[src/rtl/nsq_pkg.sv]
// ----------------------------------------------------------------------------
// nsq_pkg
// Shared sizes, codes, types and helper functions of the scale value
// quantizer pipeline.
// ----------------------------------------------------------------------------
package nsq_pkg;

    // table and value geometry
    localparam int TABLE_DEPTH = 16;
    localparam int VALUE_WIDTH = 24;
    localparam int IDX_W       = $clog2(TABLE_DEPTH);

    // fixed field widths
    localparam int CFG_W       = 4;
    localparam int ENTRY_W     = 4;
    localparam int CFG_IDX_W   = 1;

    // stream payload widths, padded to whole bytes
    localparam int IN_DATA_W   = ((ENTRY_W + VALUE_WIDTH + 7) / 8) * 8;
    localparam int OUT_DATA_W  = ((VALUE_WIDTH + 7) / 8) * 8;

    // probe stages needed until the bracket shrinks to neighbors
    localparam int N_PROBE     = (TABLE_DEPTH > 2) ? $clog2(TABLE_DEPTH - 1) : 1;

    // register indexes
    localparam logic [CFG_IDX_W-1:0] REG_FIRST_INDEX = 1'b0;
    localparam logic [CFG_IDX_W-1:0] REG_LAST_INDEX  = 1'b1;

    // action codes carried in tuser
    localparam logic ACTION_QUERY = 1'b0;
    localparam logic ACTION_LOAD  = 1'b1;

    typedef logic        [IDX_W-1:0]       t_idx;
    typedef logic signed [VALUE_WIDTH-1:0] t_value;

    // one item as it travels down the pipeline
    typedef struct packed {
        logic   is_load;
        logic   wr_ok;
        t_idx   waddr;
        t_value x;
        t_idx   lo;
        t_idx   hi;
        t_idx   mid;
        t_value sl;
        t_value sh;
        logic   done;
        t_value res;
    } t_item;

    // saturate a configured position to the table
    function automatic t_idx clamp_idx(input logic [CFG_W-1:0] v);
        if (int'(v) >= TABLE_DEPTH) begin
            return IDX_W'(TABLE_DEPTH - 1);
        end
        return IDX_W'(v);
    endfunction

    // middle position of a bracket, rounded toward the lower bound
    function automatic t_idx mid_idx(input t_idx lo, input t_idx hi);
        t_idx d;
        d = hi - lo;
        return lo + (d >> 1);
    endfunction

endpackage

[src/rtl/nearest_scale_value_quantizer.sv]
// A query result passes the entry stage, then four probe stages and the output
// register before it is shown on the master side.
// Throughput: one item per cycle unless the result stream stalls; each probe stage
// owns a table copy, so the search depth of N_PROBE probes is spread over the stages.
// Reset clears the stage valid bits and both search bounds to zero; table
// entries are undefined until loaded and get no clearing pass.
// ----------------------------------------------------------------------------
// nearest_scale_value_quantizer
// Pitch quantizer: snaps a Q4.20 sample to the nearest value of a loaded,
// ascending scale table over a configured range of positions.
// ----------------------------------------------------------------------------
module nearest_scale_value_quantizer
    import nsq_pkg::*;
(
    input  logic                  i_clk,
    input  logic                  i_rst_n,
    // configuration writes
    input  logic                  i_cfg_we,
    input  logic [CFG_IDX_W-1:0]  i_cfg_index,
    input  logic [CFG_W-1:0]      i_cfg_data,
    // input stream
    input  logic                  s_axis_tvalid,
    output logic                  s_axis_tready,
    input  logic [IN_DATA_W-1:0]  s_axis_tdata,  // entry_index, sample_value, zero pad
    input  logic                  s_axis_tuser,  // action
    // result stream
    output logic                  m_axis_tvalid,
    input  logic                  m_axis_tready,
    output logic [OUT_DATA_W-1:0] m_axis_tdata   // quantized_value, zero pad
);

    logic [CFG_W-1:0] r_first_index;
    logic [CFG_W-1:0] r_last_index;

    logic  w_valid [N_PROBE+1];
    logic  w_ready [N_PROBE+1];
    t_item w_item  [N_PROBE+1];
    t_item w_last;

    logic   r_out_valid;
    t_value r_out_data;
    t_value n_out_data;
    logic   w_out_ready;
    logic signed [VALUE_WIDTH:0] w_dist_lo;
    logic signed [VALUE_WIDTH:0] w_dist_hi;

    // configuration registers
    always_ff @(posedge i_clk) begin
        if (!i_rst_n) begin
            r_first_index <= '0;
            r_last_index  <= '0;
        end else if (i_cfg_we) begin
            unique case (i_cfg_index)
                REG_FIRST_INDEX: r_first_index <= i_cfg_data;
                REG_LAST_INDEX:  r_last_index  <= i_cfg_data;
                default: ;
            endcase
        end
    end

    // entry stage
    nsq_entry u_entry (
        .i_clk         (i_clk),
        .i_rst_n       (i_rst_n),
        .i_valid       (s_axis_tvalid),
        .o_ready       (s_axis_tready),
        .i_action      (s_axis_tuser),
        .i_entry_index (s_axis_tdata[ENTRY_W-1:0]),
        .i_sample      ($signed(s_axis_tdata[ENTRY_W +: VALUE_WIDTH])),
        .i_lo          (clamp_idx(r_first_index)),
        .i_hi          (clamp_idx(r_last_index)),
        .o_valid       (w_valid[0]),
        .i_ready       (w_ready[0]),
        .o_item        (w_item[0])
    );

    // search stages
    for (genvar k = 0; k < N_PROBE; k++) begin : g_probe
        nsq_probe u_probe (
            .i_clk   (i_clk),
            .i_rst_n (i_rst_n),
            .i_valid (w_valid[k]),
            .o_ready (w_ready[k]),
            .i_item  (w_item[k]),
            .o_valid (w_valid[k+1]),
            .i_ready (w_ready[k+1]),
            .o_item  (w_item[k+1])
        );
    end

    assign w_last      = w_item[N_PROBE];
    assign w_out_ready = !r_out_valid || m_axis_tready;
    assign w_ready[N_PROBE] = w_out_ready;

    // pick the nearer neighbor, a tie going to the upper one
    assign w_dist_lo = {w_last.x[VALUE_WIDTH-1], w_last.x}
                     - {w_last.sl[VALUE_WIDTH-1], w_last.sl};
    assign w_dist_hi = {w_last.sh[VALUE_WIDTH-1], w_last.sh}
                     - {w_last.x[VALUE_WIDTH-1], w_last.x};

    always_comb begin
        priority if (w_last.done) begin
            n_out_data = w_last.res;
        end else if (w_dist_lo < w_dist_hi) begin
            n_out_data = w_last.sl;
        end else begin
            n_out_data = w_last.sh;
        end
    end

    // output register, loads are dropped here
    always_ff @(posedge i_clk) begin
        if (!i_rst_n) begin
            r_out_valid <= 1'b0;
        end else if (w_out_ready) begin
            r_out_valid <= w_valid[N_PROBE] && !w_last.is_load;
        end
    end

    always_ff @(posedge i_clk) begin
        if (w_out_ready && w_valid[N_PROBE] && !w_last.is_load) begin
            r_out_data <= n_out_data;
        end
    end

    assign m_axis_tvalid = r_out_valid;
    assign m_axis_tdata  = OUT_DATA_W'($unsigned(r_out_data));

`ifndef SYNTHESIS
    // an open search has shrunk to neighbors by the last stage
    a_converged: assert property (@(posedge i_clk) disable iff (!i_rst_n)
        (w_valid[N_PROBE] && !w_last.is_load && !w_last.done)
        |-> ((w_last.hi - w_last.lo) == IDX_W'(1)))
        else $error("search bracket not narrowed to neighbors");

    // an open search always brackets the input
    a_bracket: assert property (@(posedge i_clk) disable iff (!i_rst_n)
        (w_valid[N_PROBE] && !w_last.is_load && !w_last.done)
        |-> (($signed(w_last.sl) <= $signed(w_last.x))
            && ($signed(w_last.x) <= $signed(w_last.sh))))
        else $error("search bracket lost the input");

    // back pressure only starts at a stalled result
    a_stall_source: assert property (@(posedge i_clk) disable iff (!i_rst_n)
        !s_axis_tready |-> (r_out_valid && !m_axis_tready))
        else $error("input stalled without a stalled result");
`endif

endmodule

[src/rtl/nsq_ram.sv]
// ----------------------------------------------------------------------------
// nsq_ram
// Generic single write, single read memory with a registered read port.
// ----------------------------------------------------------------------------
module nsq_ram #(
    parameter int WIDTH = 8,
    parameter int DEPTH = 16
) (
    input  logic                     i_clk,
    input  logic                     i_we,
    input  logic [$clog2(DEPTH)-1:0] i_waddr,
    input  logic [WIDTH-1:0]         i_wdata,
    input  logic                     i_re,
    input  logic [$clog2(DEPTH)-1:0] i_raddr,
    output logic [WIDTH-1:0]         o_rdata
);

    logic [WIDTH-1:0] r_mem [DEPTH];
    logic [WIDTH-1:0] r_rdata;

    // write port
    always_ff @(posedge i_clk) begin
        if (i_we) begin
            r_mem[i_waddr] <= i_wdata;
        end
    end

    // registered read, held while not enabled
    always_ff @(posedge i_clk) begin
        if (i_re) begin
            r_rdata <= r_mem[i_raddr];
        end
    end

    assign o_rdata = r_rdata;

endmodule

[src/rtl/nsq_entry.sv]
// ----------------------------------------------------------------------------
// nsq_entry
// Entry stage: takes an item, fetches the entries at both search bounds and
// resolves the range checks that come before the search.
// ----------------------------------------------------------------------------
module nsq_entry
    import nsq_pkg::*;
(
    input  logic               i_clk,
    input  logic               i_rst_n,
    input  logic               i_valid,
    output logic               o_ready,
    input  logic               i_action,
    input  logic [ENTRY_W-1:0] i_entry_index,
    input  t_value             i_sample,
    input  t_idx               i_lo,
    input  t_idx               i_hi,
    output logic               o_valid,
    input  logic               i_ready,
    output t_item              o_item
);

    logic   r_valid;
    t_item  r_item;
    t_item  n_item;
    logic   w_take;
    logic   w_we;
    logic [VALUE_WIDTH-1:0] w_rd_lo;
    logic [VALUE_WIDTH-1:0] w_rd_hi;
    t_value w_sl;
    t_value w_sh;

    assign o_ready = !r_valid || i_ready;
    assign w_take  = i_valid && o_ready;

    // item as captured into the stage
    always_comb begin
        n_item         = '0;
        n_item.is_load = (i_action == ACTION_LOAD);
        n_item.wr_ok   = (int'(i_entry_index) < TABLE_DEPTH);
        n_item.waddr   = IDX_W'(i_entry_index);
        n_item.x       = i_sample;
        n_item.lo      = i_lo;
        n_item.hi      = i_hi;
    end

    // stage valid
    always_ff @(posedge i_clk) begin
        if (!i_rst_n) begin
            r_valid <= 1'b0;
        end else if (o_ready) begin
            r_valid <= i_valid;
        end
    end

    // stage payload
    always_ff @(posedge i_clk) begin
        if (w_take) begin
            r_item <= n_item;
        end
    end

    // table copies for the two bounds, written as a load enters
    assign w_we = w_take && n_item.is_load && n_item.wr_ok;

    nsq_ram #(
        .WIDTH (VALUE_WIDTH),
        .DEPTH (TABLE_DEPTH)
    ) u_ram_lo (
        .i_clk   (i_clk),
        .i_we    (w_we),
        .i_waddr (n_item.waddr),
        .i_wdata ($unsigned(n_item.x)),
        .i_re    (w_take),
        .i_raddr (i_lo),
        .o_rdata (w_rd_lo)
    );

    nsq_ram #(
        .WIDTH (VALUE_WIDTH),
        .DEPTH (TABLE_DEPTH)
    ) u_ram_hi (
        .i_clk   (i_clk),
        .i_we    (w_we),
        .i_waddr (n_item.waddr),
        .i_wdata ($unsigned(n_item.x)),
        .i_re    (w_take),
        .i_raddr (i_hi),
        .o_rdata (w_rd_hi)
    );

    assign w_sl = $signed(w_rd_lo);
    assign w_sh = $signed(w_rd_hi);

    // range checks ahead of the search, in their fixed order
    always_comb begin
        o_item      = r_item;
        o_item.sl   = w_sl;
        o_item.sh   = w_sh;
        o_item.done = 1'b1;
        o_item.res  = w_sl;
        priority if (w_sl > r_item.x) begin
            o_item.res = w_sl;
        end else if (w_sh < r_item.x) begin
            o_item.res = w_sh;
        end else if (r_item.hi == r_item.lo) begin
            o_item.res = w_sl;
        end else if (r_item.hi < r_item.lo) begin
            o_item.res = r_item.x;
        end else begin
            o_item.done = 1'b0;
        end
        o_item.mid = mid_idx(r_item.lo, r_item.hi);
    end

    assign o_valid = r_valid;

endmodule

[src/rtl/nsq_probe.sv]
// ----------------------------------------------------------------------------
// nsq_probe
// One search stage: probes the middle of the bracket in its own table copy
// and keeps the half that holds the input, or ends the search on a match.
// ----------------------------------------------------------------------------
module nsq_probe
    import nsq_pkg::*;
(
    input  logic  i_clk,
    input  logic  i_rst_n,
    input  logic  i_valid,
    output logic  o_ready,
    input  t_item i_item,
    output logic  o_valid,
    input  logic  i_ready,
    output t_item o_item
);

    logic   r_valid;
    t_item  r_item;
    logic   w_take;
    logic [VALUE_WIDTH-1:0] w_rd;
    t_value w_sm;
    t_idx   w_span;

    assign o_ready = !r_valid || i_ready;
    assign w_take  = i_valid && o_ready;

    // stage valid
    always_ff @(posedge i_clk) begin
        if (!i_rst_n) begin
            r_valid <= 1'b0;
        end else if (o_ready) begin
            r_valid <= i_valid;
        end
    end

    // stage payload
    always_ff @(posedge i_clk) begin
        if (w_take) begin
            r_item <= i_item;
        end
    end

    // table copy of this stage, kept in step with the item order
    nsq_ram #(
        .WIDTH (VALUE_WIDTH),
        .DEPTH (TABLE_DEPTH)
    ) u_ram (
        .i_clk   (i_clk),
        .i_we    (w_take && i_item.is_load && i_item.wr_ok),
        .i_waddr (i_item.waddr),
        .i_wdata ($unsigned(i_item.x)),
        .i_re    (w_take && !i_item.is_load),
        .i_raddr (i_item.mid),
        .o_rdata (w_rd)
    );

    assign w_sm   = $signed(w_rd);
    assign w_span = r_item.hi - r_item.lo;

    // narrow the bracket around the input
    always_comb begin
        o_item = r_item;
        if (!r_item.is_load && !r_item.done && (w_span > IDX_W'(1))) begin
            priority if (w_sm == r_item.x) begin
                o_item.done = 1'b1;
                o_item.res  = r_item.x;
            end else if (w_sm > r_item.x) begin
                o_item.hi = r_item.mid;
                o_item.sh = w_sm;
            end else begin
                o_item.lo = r_item.mid;
                o_item.sl = w_sm;
            end
        end
        o_item.mid = mid_idx(o_item.lo, o_item.hi);
    end

    assign o_valid = r_valid;

endmodule
[config.mk]
export PLATFORM = sky130hd
export DESIGN_NAME = nearest_scale_value_quantizer
export DESIGN_NICKNAME = d
export VERILOG_FILES = /design/src/rtl/nsq_pkg.sv /design/src/rtl/nearest_scale_value_quantizer.sv /design/src/rtl/nsq_ram.sv /design/src/rtl/nsq_entry.sv /design/src/rtl/nsq_probe.sv
export SDC_FILE = /design/constraint.sdc
export NUM_CORES = 2
export LEC_CHECK = 0
export BUFFER_PORTS_ARGS = -buffer_cell sky130_fd_sc_hd__buf_4
export CORE_MARGIN = 3
export CORE_UTILIZATION = 65
export CTS_BUF_LIST = sky130_fd_sc_hd__clkbuf_4
export DETAILED_ROUTE_END_ITERATION = 8
export GPL_TIMING_DRIVEN = 1
export PLACE_DENSITY = 0.81
export SLEW_MARGIN = 40
export SYNTH_ARGS = -nofsm -noshare
export SYNTH_HDL_FRONTEND = slang
export SYNTH_SLANG_ARGS = --single-unit
[constraint.sdc]
create_clock -name i_clk -period 25.6 [get_ports i_clk]
set_clock_uncertainty 0.15 [all_clocks]
set_input_delay 5.12 -clock i_clk [delete_from_list [all_inputs] [get_ports i_clk]]
set_output_delay 5.12 -clock i_clk [all_outputs]
set_load 0.02 [all_outputs]
; After elaboration in Yosys (flattened, before gate mapping)
; Memory sizes are Yosys's and may differ from the RTL's. A register that Yosys moved wholly into a read port is not among the register bits.
; Index checks and enable logic that the tools add are counted.
[word_totals]
regBits = 523
ram_bits = 2304
input_bits = 43
output_inout_bits = 26
wordCells = 188
n_memories = 6
[op_classes]
addsub = 14
order_cmp = 12
n_eq_ne = 5
mux = 49
bitwise = 1
reduce_logical = 49
[memory_table]
columns = memory, words, width, rd, rd_ports_with_merged_regs, wr, line
row1 = g_probe[0].u_probe.u_ram.r_mem, 16, 24, 1, 1, 1, nsq_ram.sv:18  ; logic [WIDTH-1:0] r_mem [DEPTH];
row2 = g_probe[1].u_probe.u_ram.r_mem, 16, 24, 1, 1, 1, nsq_ram.sv:18
row3 = g_probe[2].u_probe.u_ram.r_mem, 16, 24, 1, 1, 1, nsq_ram.sv:18
row4 = g_probe[3].u_probe.u_ram.r_mem, 16, 24, 1, 1, 1, nsq_ram.sv:18
row5 = u_entry.u_ram_hi.r_mem, 16, 24, 1, 1, 1, nsq_ram.sv:18
row6 = u_entry.u_ram_lo.r_mem, 16, 24, 1, 1, 1, nsq_ram.sv:18
[ops]
columns = op, count
row1 = $mux W24, 14
row2 = $mux W73, 4
row3 = $mux W48, 4
row4 = $gt A24 B24 Y1, 5
row5 = $mux W25, 4
row6 = $eq A24 B24 Y1, 4
row7 = $sub A24 B24 Y25, 2
row8 = $mux W8, 6
row9 = $sub A4 B4 Y4, 8
row10 = $logic_and A1 B1 Y1, 25
row11 = $lt A25 B25 Y1, 1
row12 = $lt A24 B24 Y1, 1
row13 = $mux W4, 6
row14 = $add A4 B3 Y4, 4
row15 = $gt A4 B1 Y1 const B, 4
row16 = $logic_not A1 Y1, 15
row17 = $mux W1, 11
row18 = $logic_or A1 B1 Y1, 6
row19 = $eq A4 B4 Y1, 1
row20 = $lt A4 B4 Y1, 1
row21 = $reduce_and A2 Y1, 2
row22 = $reduce_or A3 Y1, 1
row23 = $not A1 Y1, 1

; Logic depth before layout (Yosys ltp)
[depth]
ltp_word = 11
ltp_mapped = 34
depth_no_buf = 32

; By module
; Synthesis repeated with hierarchy kept, for this count alone.
[unflattened]
hier_cells = 6366
area_unflattened_um2 = 122671.4
[by_module_without_submodules]
columns = mod, instances, cells_each, area_each_um2, seq_area_each_um2
row1 = nsq_ram, 6, 636, 15170.8, 12251.8
row2 = nsq_probe (g_probe[0].u_probe ...), 2, 390, 5749.3, 3473.3
row3 = nsq_probe (g_probe[2].u_probe), 1, 391, 5776.8, 3473.3
row4 = nsq_probe (g_probe[3].u_probe), 1, 385, 5720.5, 3473.3
row5 = nearest_scale_value_quantizer, 1, 689, 5281.3, 900.9
row6 = nsq_entry, 1, 305, 3369.5, 1131.1

; Worst setup path after synthesis
; No wires, ideal clock.
[synth_path]
path_type = input port to flip-flop
startpoint = input m_axis_tready
endpoint = memory g_probe[0].u_probe.u_ram.r_mem[8][0] (netlist bit) (enable)
setup_time_ns = 0.435
arrival_ns = 17.233
required_time_ns = 25.015
path_slack_ns = 7.782
stages = 6
path_buffers = 0
cell_sequence = nor2b_1 and3_1 and2_0 a21boi_0 nand4b_1 nor3_1
[synth_via]
elab_chain_cells = 9
[synth_lines]
columns = item, line
row1 = start: declaration, nearest_scale_value_quantizer.sv:28  ; input logic m_axis_tready,
row2 = $logic_or A1 B1 Y1, nearest_scale_value_quantizer.sv:92  ; assign w_out_ready = !r_out_valid || m_axis_tready;
row3 = $logic_or A1 B1 Y1 (4 in a row), nsq_probe.sv:26  ; assign o_ready = !r_valid || i_ready;
row4 = $logic_and A1 B1 Y1, nsq_probe.sv:27  ; assign w_take = i_valid && o_ready;
row5 = named net g_probe[0].u_probe.w_take, nsq_probe.sv:21  ; logic w_take;
row6 = $logic_and A1 B1 Y1, nsq_probe.sv:51  ; .i_we (w_take && i_item.is_load && i_item.wr_ok),
row7 = $mux W1, nsq_ram.sv:23  ; if (i_we) begin
row8 = $mux W1 (not written as such), nsq_ram.sv:24  ; r_mem[i_waddr] <= i_wdata;
row9 = end: declaration, nsq_ram.sv:18
; The timed path passes the listed nets, and every way through them passes these cells.

; Worst setup path after layout
[layout_path]
startpoint = input m_axis_tready
endpoint = output s_axis_tready
[layout_via]
elab_chain_cells = 6
[layout_lines]
columns = item, line
row1 = $logic_or A1 B1 Y1, nearest_scale_value_quantizer.sv:92
row2 = $logic_or A1 B1 Y1 (4 in a row), nsq_probe.sv:26
row3 = $logic_or A1 B1 Y1, nsq_entry.sv:33  ; assign o_ready = !r_valid || i_ready;
row4 = end: declaration, nearest_scale_value_quantizer.sv:23  ; output logic s_axis_tready,
; Every way passes these cells.

==> qor.yml <==
synthesis:
  ys_seq_elements: 2587
  ys_seq_area_share_pct: 72.1
  syn_avg_cell_area_um2: 20.6
  async_flop_share_pct: 0
  ys.flop_type: "edfxtp_1"
  yosys.area.top_type: "edfxtp_1"
  synth_fp_nets: 5516
  yosys_warnings: 0
  syn_inst: 5212
  synth_top_area_share_pct: 71.9
  synth_edf_count: 2573
  ys_types: 76
  ys_top_cells_by_area: "edfxtp_1, mux4_2, ha_1, mux2_2, inv_1"
  syn_area_um2: 108000
sta:
  final.setup.tns_ns: 0
  final_max_slew_viol_count: 0
  tightest_slew_ns: 0.876
  hold_viol_final: 0
  fmax_ghz: 0.0837
  whs_ns: 0.329
  slew_headroom_pct: 41.6
  rsz0062_at_grt: "false"
  post-route-min-period_ns: 11.95
  setup_viol: 0
  period_share_pct: 46.7
drt:
  totalWireLength_um: 264000
  drtIter0Drc: 7782
  route.detailed.drc: 0
  drt_first_pass_iters: 6
  viasPerCell: 6.63
  via_count: 56432
  ant_nets: 0
  post_drt_wl_per_cell_um: 31.0
floorplanning:
  rows: 148
  ios: 69
  die-width_um: 413
  fp.coreArea_um2: 164000
  initial_core_util_pct: 65.8
  die_h_um: 413
  die-area_um2: 170000
critical_path:
  crit_family: "buffers and inverters"
  required_ns: 20.33
  cp_num_cells: 8
  crit_path_end_kind: "primary output"
  cp.arrival_ns: 6.68
  regToRegStartpoint: "g_probe[3].u_probe.o_item[108]"
  slowest_delay_ns: 0.28
  cpMostUsedCell: "buf_4"
  cp_max_fo: 6
  worstRegToRegCells: 32
  reg2reg_slack_ns: 15.77
  cp_slowest_cell: "and3_1"
  worst_r2r_endpoint: "m_axis_tdata[1]"
  crit_buf_inv: 4
  path_cells: "buf_4 -> nor2b_1 -> buf_4 -> and3_1 -> and2_0 -> buf_4 -> nand3_1 -> buf_4"
  crit_start: "m_axis_tready"
  crit_type: "in -> out"
  crit_end: "s_axis_tready"
  start_kind: "primary input"
layout:
  final_nets: 6181
  fin_util_pct: 73.2
  layout.cells.non_filler: 8510
  layout_commonest_cell: "edfxtp_1"
  syn_to_final_growth_pct: 11.2
  drive_gt1_share_pct: 36.0
  final_cell_mix: "edfxtp_1, clkbuf_4, mux4_2, ha_1, mux2_2"
clock_network:
  cts_tree: "yes"
  postCtsSetupBuffers: 0
  numCtsBuffers: 640
  cts-root-buf: "clkbuf_4"
  cts_resized: 0
  clk_latency_ns: 1.41
  ctsHoldBuffers: 0
  cts_buffer_depth: 4
  clock_sinks: 2587
  clk_pin_slew_ns: 0.06
  htreeDepth: 6
power_and_ir_drop:
  irDropWorstVdd_uv: 57.7
  p_leak_nw: 39.9
  power_density_nw_per_um2: 75.5
hold_path:
  hold_path.class: "reg -> reg"
global_route:
  grt_usage_pct: 31.9
  grt_pass1_vias: 57898
  grt_overflow: 0
  antenna_found_initial: 10
  grt_pass1_wl_um: 386000
  grt_max_degree: 79
placement:
  dp_hpwl_um: 163000
  dp.cells: 7386
  io_buffers: 64
  gp_congestion: 0.930
run_status:
  status: "finished, final reports clean"
flow_run:
  cap_viol_max_count: 0
[metal layers]
layer | routed length [um] | track usage [%]
met3 | 27900 | 6.70
met1 | 93800 | 43.2
met4 | 12500 | 14.6
met5 | 53 | 0
met2 | 130000 | 50.8
[registers in the layout, summed over array words and instances (netlist names)]
register and count:
u_entry.u_ram_hi.o_rdata 24, g_probe.u_probe.o_item 112, u_entry.u_ram_lo.o_rdata 24, u_entry.u_ram_hi.r_mem 336
u_entry.u_ram_lo.r_mem 48, g_probe.u_probe.r_item 336, u_entry.o_valid 1, u_entry.o_item 37
g_probe.u_probe.u_ram.r_mem 1536, r_first_index 4, g_probe.u_probe.o_valid 4, r_last_index 4
m_axis_tvalid 1, g_probe.u_probe.u_ram.o_rdata 96, m_axis_tdata 24
[cell type report]
class                      count  area (um2)
clock buffer                 894        6710
fill                        9111       43900
clock inverter               191         838
sequential                  2587       77600
tap                         2175        2720
multi-input combinational   2213       29000
inverter                     196         736
timing repair buffer         239        2040
antenna                       15        37.5
[cells by family (layout without fill, tap and decap cells)]
logic type | after synthesis | after routing | share of synthesized area [%]
DFF | 2587 | 2587 | 72.1
muxes | 991 | 991 | 17.9
and+or+nand+nor | 460 | 460 | 2.12
AOI/OAI and AO/OA | 429 | 429 | 2.69
buffers and inverters | 412 | 1520 | 1.46
adders and majority gates | 263 | 263 | 3.16
xor gates and xnor gates | 70 | 70 | 0.577
other | 0 | 15 | 0
[worst min-delay path: stages (launching register included)]
cell	delay, ns
dfxtp_2	0.32
nand2_1	0.05
a21boi_0	0.07
[report_power, final]
group | total, mW | internal, mW | leakage [nW] | switching, mW
logic | 1.03 | 0.494 | 11.9 | 0.532
clock network | 3.23 | 1.64 | 4.55 | 1.59
registers | 4.78 | 4.72 | 23.4 | 0.0625
total | 9.03 | 6.85 | 39.9 | 2.18
[worst min-delay path by stage]
stage,from,endpoint,slack (ns),cells after the start
CTS,u_entry.u_ram_lo.o_rdata[10],g_probe[0].u_probe.r_item[59],0.32,0
global placement,r_last_index[3],r_last_index[3],0.30,2
finish,r_last_index[3],r_last_index[3],0.33,2
detailed placement,u_entry.o_item[80],g_probe[0].u_probe.r_item[80],0.31,0
floorplan,r_last_index[0],u_entry.o_item[77],0.26,0
global route,u_entry.u_ram_hi.o_rdata[10],g_probe[0].u_probe.r_item[35],0.34,0
[metrics by stage]
step / worst slack (ns) / cell area [um2] / total power, mW
floorplan: 7.78 / 108000 / 5.55
detailed placement: 13.74 / 112000 / 5.89
finish: 13.65 / 120000 / 9.03
global placement: 13.75 / 112000 / 5.87
CTS: 13.71 / 119000 / 9.09
global route: 13.62 / 120000 / 9.37
[synth_stat cells (40+ instances only)]
| cell | n |
|---|---|
| mux4_2 | 720 |
| nand2_1 | 94 |
| nor2_1 | 128 |
| a21o_1 | 60 |
| mux2_2 | 235 |
| nor2b_1 | 40 |
| o21ai_0 | 78 |
| xnor2_1 | 43 |
| nand4_1 | 43 |
| a21oi_1 | 85 |
| edfxtp_1 | 2573 |
| ha_1 | 247 |
| clkbuf_1 | 176 |
| inv_1 | 195 |
No activity file was read; power rests on OpenSTA's default activity.
